$ cat config.mk
export PLATFORM = sky130hd
export DESIGN_NAME = rpm_queue
export DESIGN_NICKNAME = d
export VERILOG_FILES = /design/src/hw/rtl/rpm_pkg.sv /design/src/hw/rtl/rpm_queue.sv
export SDC_FILE = /design/constraint.sdc
export NUM_CORES = 1
export LEC_CHECK = 0
export BUFFER_PORTS_ARGS = -buffer_cell sky130_fd_sc_hd__buf_2
export CAP_MARGIN = 0
export CORE_ASPECT_RATIO = 1.75
export CORE_MARGIN = 4
export CORE_UTILIZATION = 38
export CTS_BUF_LIST = sky130_fd_sc_hd__clkbuf_4 sky130_fd_sc_hd__clkbuf_8
export DETAILED_ROUTE_END_ITERATION = 8
export GPL_TIMING_DRIVEN = 0
export PLACE_DENSITY = 0.65
export SYNTH_ARGS = -nofsm -noshare
export SYNTH_HDL_FRONTEND = slang
export SYNTH_SLANG_ARGS = --single-unit
$ cat constraint.sdc
create_clock -name clk -period 3.2 [get_ports clk]
set_input_delay 0.64 -clock clk [delete_from_list [all_inputs] [get_ports clk]]
set_output_delay 0.64 -clock clk [all_outputs]
set_load 0.01 [all_outputs]
$ cat src/hw/rtl/rpm_pkg.sv
`timescale 1ns / 1ps
// Shared types, constants and constant functions for the radar point transform.
package rpm_pkg;

  localparam int CORDIC_STAGES = 16;
  localparam int NUM_SENSORS   = 5;
  localparam int POSE_ENTRIES  = 8;

  localparam int ANG_W = 31;
  localparam int CS_W  = 33;
  localparam int X1_W  = 22;
  localparam int SUM_W = 56;
  localparam int RND_W = 27;

  localparam logic signed [ANG_W-1:0] ANG_PI      = 31'sd843314857;
  localparam logic signed [ANG_W-1:0] ANG_HALF_PI = 31'sd421657428;
  localparam logic signed [CS_W-1:0]  CORDIC_GAIN = 33'sd652032874;
  localparam logic [24:0]             KRAD        = 25'd20122276;
  localparam logic [36:0]             VEL_BIAS    = 37'd976562;
  localparam logic [20:0]             VEL_DIV     = 21'd1953125;
  localparam logic [19:0]             VEL_RECIP   = 20'd562949;
  localparam logic signed [19:0]      POS_MAX     = 20'sd524287;
  localparam logic signed [19:0]      POS_MIN     = -20'sd524288;

  localparam int BK_LAST = CORDIC_STAGES + 5;

  typedef enum logic [1:0] {
    CFG_VELOCITY_X = 2'd0,
    CFG_VELOCITY_Y = 2'd1,
    CFG_YAW_RATE   = 2'd2,
    CFG_UNUSED     = 2'd3
  } cfg_idx_t;

  localparam logic signed [ANG_W-1:0] ATAN_TAB [24] = '{
    31'sd210828714, 31'sd124459457, 31'sd65760959, 31'sd33381290,
    31'sd16755422,  31'sd8385879,   31'sd4193963,  31'sd2097109,
    31'sd1048571,   31'sd524287,    31'sd262144,   31'sd131072,
    31'sd65536,     31'sd32768,     31'sd16384,    31'sd8192,
    31'sd4096,      31'sd2048,      31'sd1024,     31'sd512,
    31'sd256,       31'sd128,       31'sd64,       31'sd32
  };

  localparam logic signed [ANG_W-1:0] MOUNT_ANG [POSE_ENTRIES] = '{
    31'sd805306, 31'sd413927473, -31'sd426275504, 31'sd817117528,
    -31'sd825170592, 31'sd0, 31'sd0, 31'sd0
  };
  localparam logic signed [12:0] MOUNT_TX [POSE_ENTRIES] = '{
    13'sd3494, 13'sd2480, 13'sd2480, -13'sd575, -13'sd575, 13'sd0, 13'sd0, 13'sd0
  };
  localparam logic signed [12:0] MOUNT_TY [POSE_ENTRIES] = '{
    13'sd0, 13'sd819, -13'sd819, 13'sd643, -13'sd633, 13'sd0, 13'sd0, 13'sd0
  };

  // Elaboration-time CORDIC, same folding and iteration as the hardware.
  function automatic logic signed [CS_W-1:0] cordic_run(
    input logic signed [ANG_W-1:0] ang, input logic want_sin);
    longint x, y, z, dx, dy;
    logic   flip;
    x = CORDIC_GAIN;
    y = 0;
    z = ang;
    flip = 1'b0;
    if (z > ANG_HALF_PI) begin
      z = z - ANG_PI;
      flip = 1'b1;
    end else if (z < -ANG_HALF_PI) begin
      z = z + ANG_PI;
      flip = 1'b1;
    end
    for (int i = 0; i < CORDIC_STAGES; i++) begin
      dx = y >>> i;
      dy = x >>> i;
      if (z >= 0) begin
        x = x - dx;
        y = y + dy;
        z = z - ATAN_TAB[i];
      end else begin
        x = x + dx;
        y = y - dy;
        z = z + ATAN_TAB[i];
      end
    end
    if (flip) begin
      x = -x;
      y = -y;
    end
    return want_sin ? CS_W'(y) : CS_W'(x);
  endfunction

  localparam logic signed [CS_W-1:0] MOUNT_COS [POSE_ENTRIES] = '{
    cordic_run(MOUNT_ANG[0], 1'b0), cordic_run(MOUNT_ANG[1], 1'b0),
    cordic_run(MOUNT_ANG[2], 1'b0), cordic_run(MOUNT_ANG[3], 1'b0),
    cordic_run(MOUNT_ANG[4], 1'b0), cordic_run(MOUNT_ANG[5], 1'b0),
    cordic_run(MOUNT_ANG[6], 1'b0), cordic_run(MOUNT_ANG[7], 1'b0)
  };
  localparam logic signed [CS_W-1:0] MOUNT_SIN [POSE_ENTRIES] = '{
    cordic_run(MOUNT_ANG[0], 1'b1), cordic_run(MOUNT_ANG[1], 1'b1),
    cordic_run(MOUNT_ANG[2], 1'b1), cordic_run(MOUNT_ANG[3], 1'b1),
    cordic_run(MOUNT_ANG[4], 1'b1), cordic_run(MOUNT_ANG[5], 1'b1),
    cordic_run(MOUNT_ANG[6], 1'b1), cordic_run(MOUNT_ANG[7], 1'b1)
  };

  // Round half away from zero, dropping 30 fraction bits.
  function automatic logic signed [RND_W-1:0] round_q30(input logic signed [SUM_W-1:0] v);
    logic [SUM_W-1:0] mag;
    logic [SUM_W-1:0] q;
    mag = v[SUM_W-1] ? SUM_W'(-v) : SUM_W'(v);
    q = (mag + (SUM_W'(1) << 29)) >> 30;
    return v[SUM_W-1] ? -RND_W'(q) : RND_W'(q);
  endfunction

  typedef struct packed {
    logic signed [X1_W-1:0] x1;
    logic signed [X1_W-1:0] y1;
    logic [17:0]            td;
    logic signed [7:0]      cs;
    logic                   inv;
  } fr_t;

  typedef struct packed {
    logic signed [X1_W-1:0]  x1;
    logic signed [X1_W-1:0]  y1;
    logic [17:0]             td;
    logic signed [7:0]       cs;
    logic                    inv;
    logic                    neg_a;
    logic                    neg_x;
    logic                    neg_y;
    logic [37:0]             am;
    logic [35:0]             vxm;
    logic [35:0]             vym;
    logic [40:0]             pp_lo;
    logic [46:0]             pp_hi;
    logic [36:0]             mx;
    logic [36:0]             my;
    logic signed [ANG_W-1:0] ang;
    logic [17:0]             qx0;
    logic [17:0]             qy0;
    logic [38:0]             prx;
    logic [38:0]             pry;
    logic signed [17:0]      shx;
    logic signed [17:0]      shy;
    logic signed [CS_W-1:0]  cx;
    logic signed [CS_W-1:0]  cy;
    logic signed [ANG_W-1:0] cz;
    logic                    flip;
    logic signed [54:0]      m_cx;
    logic signed [54:0]      m_sy;
    logic signed [54:0]      m_sx;
    logic signed [54:0]      m_cy;
    logic signed [19:0]      xo;
    logic signed [19:0]      yo;
  } bk_t;

endpackage

$ cat src/hw/rtl/rpm_queue.sv
`timescale 1ns / 1ps
// Four-entry queue between the front and back ends.
module rpm_queue (
  input  logic         clk,
  input  logic         rst_n,
  input  logic         push,
  input  rpm_pkg::fr_t din,
  input  logic         pop,
  output rpm_pkg::fr_t dout,
  output logic         full,
  output logic         empty
);

  rpm_pkg::fr_t mem_r [4];
  logic [1:0]   wp_r, rp_r;
  logic [2:0]   cnt_r, cnt_nxt;

  assign full  = (cnt_r == 3'd4);
  assign empty = (cnt_r == 3'd0);
  assign dout  = mem_r[rp_r];

  always_comb begin
    cnt_nxt = cnt_r;
    if (push && !pop) cnt_nxt = cnt_r + 3'd1;
    else if (pop && !push) cnt_nxt = cnt_r - 3'd1;
  end

  always_ff @(posedge clk) begin
    if (!rst_n) begin
      wp_r  <= 2'd0;
      rp_r  <= 2'd0;
      cnt_r <= 3'd0;
    end else begin
      if (push) wp_r <= wp_r + 2'd1;
      if (pop) rp_r <= rp_r + 2'd1;
      cnt_r <= cnt_nxt;
    end
  end

  always_ff @(posedge clk) begin
    if (push) mem_r[wp_r] <= din;
  end

endmodule

==> reports/results.tsv <==
stage	metric	value	unit
synthesis	synth_fp_nets	495	
critical_path	path_cells	buf_1 -> buf_2 -> mux4_2 -> buf_2	
timing	finalCritPeriodShare	0.909	
timing	timing.final.ws_setup	0.290	ns
critical_path	critPathMaxStageDelay	0.50	ns
cts	cts_tree	yes	
global_route	grt_usage	0.135	
critical_path	setup_slack_of_the_worst_register_to_register_path	1.42	ns
layout	num-fill-cells	2437	
cts	cts-hold-fix-buffers	0	
global_route	vias_in_the_first_global_route	5551	
cts	max-clock-path-buffers	3	
timing	report.final.setup_viol	0	
timing	slew_viol_final	0	
status	outcome	finished, final reports clean	
floorplan	ios	148	
critical_path	critPathKind	reg2out	
global_route	grt_first_pass_wirelength	31.5	mm
critical_path	reg2reg_depth	4	
floorplan	core.rowCount	81	
critical_path	critical_path_depth	4	
critical_path	path_max_fanout	10	
timing	timing.fmax	0.344	GHz
drt	via_count	4895	
placed_design	place_ws	0.739	ns
floorplan	floorplan.initialDensity	0.385	
synthesis	synthCells	414	
floorplan	die_height	231	um
timing	maxSlewHeadroom	0.569	
cts	cts_made_buffers	41	
layout	area.growth.synth_to_final	19.7	%
cts	gates_resized_cts_repair	0	
floorplan	floorplan.core_area	28000	um^2
global_route	maximum_number_of_pins_on_one_net_before_global_route_repair	38	
critical_path	timing.critical_path.required	2.56	ns
timing	final.min_clock_period	2.91	ns
synthesis	synth_area_per_cell	26.0	um^2
global_route	number_of_antenna_violations_at_the_first_check_in_global_routing	2	
cts	post_cts_setup_buffer_count	0	
layout	drive_gt1_frac	0.476	
hold_path	min-delay-path-class	in2reg	
critical_path	arrival	2.27	ns
synthesis	proportion_of_synthesized_chip_area_in_sequential_cells	0.809	
layout	multi_input_area	1860	um^2
power	max-vdd-ir-drop	268	uV
critical_path	critPathCapture	dout[4]	
critical_path	crit-reg2reg-launch	wp_r[0]	
timing	finalClockSkew	0.0154	ns
placed_design	buffer_ports.inserted	147	
timing	max_slew.worst_pin.slew	0.647	ns
synthesis	ys_seq_elements	293	
drt	first_iter_violations	276	
critical_path	setup.worst_path.start_class	register	
synthesis	yosys_warnings	0	
floorplan	dieWidth	135	um
placed_design	routability_congestion_estimate	0.726	
floorplan	die_area	31200	um^2
drt	wire_per_inst	20.5	um
power	pwr_density_cell	635	nW/um^2
cts	tritoncts_num_sinks	293	
synthesis	netlist_area	10800	um^2
placed_design	place_area	12100	um^2
critical_path	worstPathBufferInverterCount	3	
cts	cts.root.buffer_cell	sky130_fd_sc_hd__clkbuf_8	
hold_path	min-delay-start	din[2]	
power	p_leak	4.36	nW
drt	post-route-drc-count	0	
placed_design	hpwl	13.4	mm
drt	post_drt_via_cell_ratio	4.84	
critical_path	worst_path_most_repeated_cell	sky130_fd_sc_hd__buf_2	
drt	ant_nets	0	
timing	final_count_of_hold_timing_violations	0	
cts	cts.clk_slew.worst_paths	0.07	ns
job	max_cap_viol_count	0	
layout	layout.cells.most_common_list	284 x sky130_fd_sc_hd__edfxtp_1, 154 x sky130_fd_sc_hd__buf_2, 70 x sky130_fd_sc_hd__mux4_2	
synthesis	synthDistinctLibCells	22	
power	fin_total_pwr	8.18	mW
critical_path	worst_path_dominant_cell_family	buffers and inverters	
global_route	grt.overflow.total	0	
critical_path	crit-reg2reg-capture	mem_r[2][6]	
layout	fin_nets	689	
drt	detail_route.wirelength	20.7	mm
critical_path	crit_slowest_cell	sky130_fd_sc_hd__buf_1	
cts	clock_insertion_delay_worst_skew	0.53	ns
layout	layout_commonest_cell	sky130_fd_sc_hd__edfxtp_1	
timing	rsz0062_at_grt	false	
drt	drt-pass1-iter-count	6	
cts	htree_depth	2	
critical_path	worst_setup_path_end_kind	output port	
layout	final_area	12900	um^2
layout	seqCellArea	8710	um^2
power by group:
part	switching, mW	total [mW]	internal, mW	leakage, nW
clock	1.32	2.86	1.54	0.430
combinational	0.453	0.862	0.408	1.25
sequential	0.0472	4.45	4.40	2.68
layout make-up:
class / instances / area share
repair buffers: 151 / 0.0633
flip-flops and latches: 293 / 0.676
clock inverters: 20 / 0.0116
diodes: 2 / 0.000388
multi-input cells: 101 / 0.145
plain buffers: 16 / 0.0148
inverters: 4 / 0.00117
well taps: 373 / 0.0362
clock buffers: 52 / 0.0521
flip-flops by register name, indices dropped and copies added, names as in the netlist, named ones only:
signal and flops:
mem_r 284, cnt_r 3, rp_r 2, wp_r 2
synth_stat cells:
cell | number | area share
sky130_fd_sc_hd__a21boi_0 | 1 | 0.00070
sky130_fd_sc_hd__and2_1 | 9 | 0.0052
sky130_fd_sc_hd__buf_1 | 1 | 0.00035
sky130_fd_sc_hd__buf_12 | 7 | 0.013
sky130_fd_sc_hd__buf_2 | 7 | 0.0033
sky130_fd_sc_hd__buf_6 | 1 | 0.0010
sky130_fd_sc_hd__dfxtp_1 | 9 | 0.017
sky130_fd_sc_hd__edfxtp_1 | 284 | 0.79
sky130_fd_sc_hd__fa_1 | 1 | 0.0019
sky130_fd_sc_hd__ha_1 | 5 | 0.0058
sky130_fd_sc_hd__inv_1 | 4 | 0.0014
sky130_fd_sc_hd__mux2i_1 | 2 | 0.0019
sky130_fd_sc_hd__mux4_1 | 1 | 0.0024
sky130_fd_sc_hd__mux4_2 | 70 | 0.15
sky130_fd_sc_hd__nand2_1 | 1 | 0.00035
sky130_fd_sc_hd__nor2b_1 | 2 | 0.0012
sky130_fd_sc_hd__nor3_1 | 1 | 0.00046
sky130_fd_sc_hd__nor3b_1 | 1 | 0.00070
sky130_fd_sc_hd__o21ai_0 | 1 | 0.00046
sky130_fd_sc_hd__or3_1 | 1 | 0.00058
sky130_fd_sc_hd__xnor2_1 | 2 | 0.0016
sky130_fd_sc_hd__xor2_1 | 3 | 0.0024
worst min-delay path by stage:
stage                             end  slack (ns)  cells after the start
after floorplan              cnt_r[2]        0.47                      2
after global placement       cnt_r[2]        0.49                      2
after detailed placement     cnt_r[2]        0.52                      2
after CTS                 mem_r[0][2]        0.27                      1
after global routing      mem_r[0][2]        0.28                      1
final                     mem_r[0][2]        0.31                      1
logic make-up (layout without fill, tap and decap cells):
family                     count (synthesis)  count (layout)  synth area share
DFF                                      293             293             0.809
muxes                                     73              73             0.151
buffers and inverters                     20             243            0.0191
and+or+nand+nor                           15              15           0.00848
adders and majority gates                  6               6           0.00767
xor gates and xnor gates                   5               5           0.00407
AOI/OAI and AO/OA                          2               2           0.00116
other                                      0               2                 0
metrics by stage:
stage               hold slack, ns  setup TNS [ns]  utilization  cells
floorplan                    0.472               0            -    414
global placement             0.491         -241.49        0.428    934
detailed placement           0.522               0        0.431    938
CTS                          0.267               0        0.460   1010
global route                 0.279               0        0.461   1012
finish                       0.311               0        0.461   1012
routing by layer:
metal,track usage,part of all wire
met1,0.148,0.35
met2,0.246,0.56
met3,0.0275,0.049
met4,0.0640,0.038
met5,0,0
(Power assumes the default switching activity.)
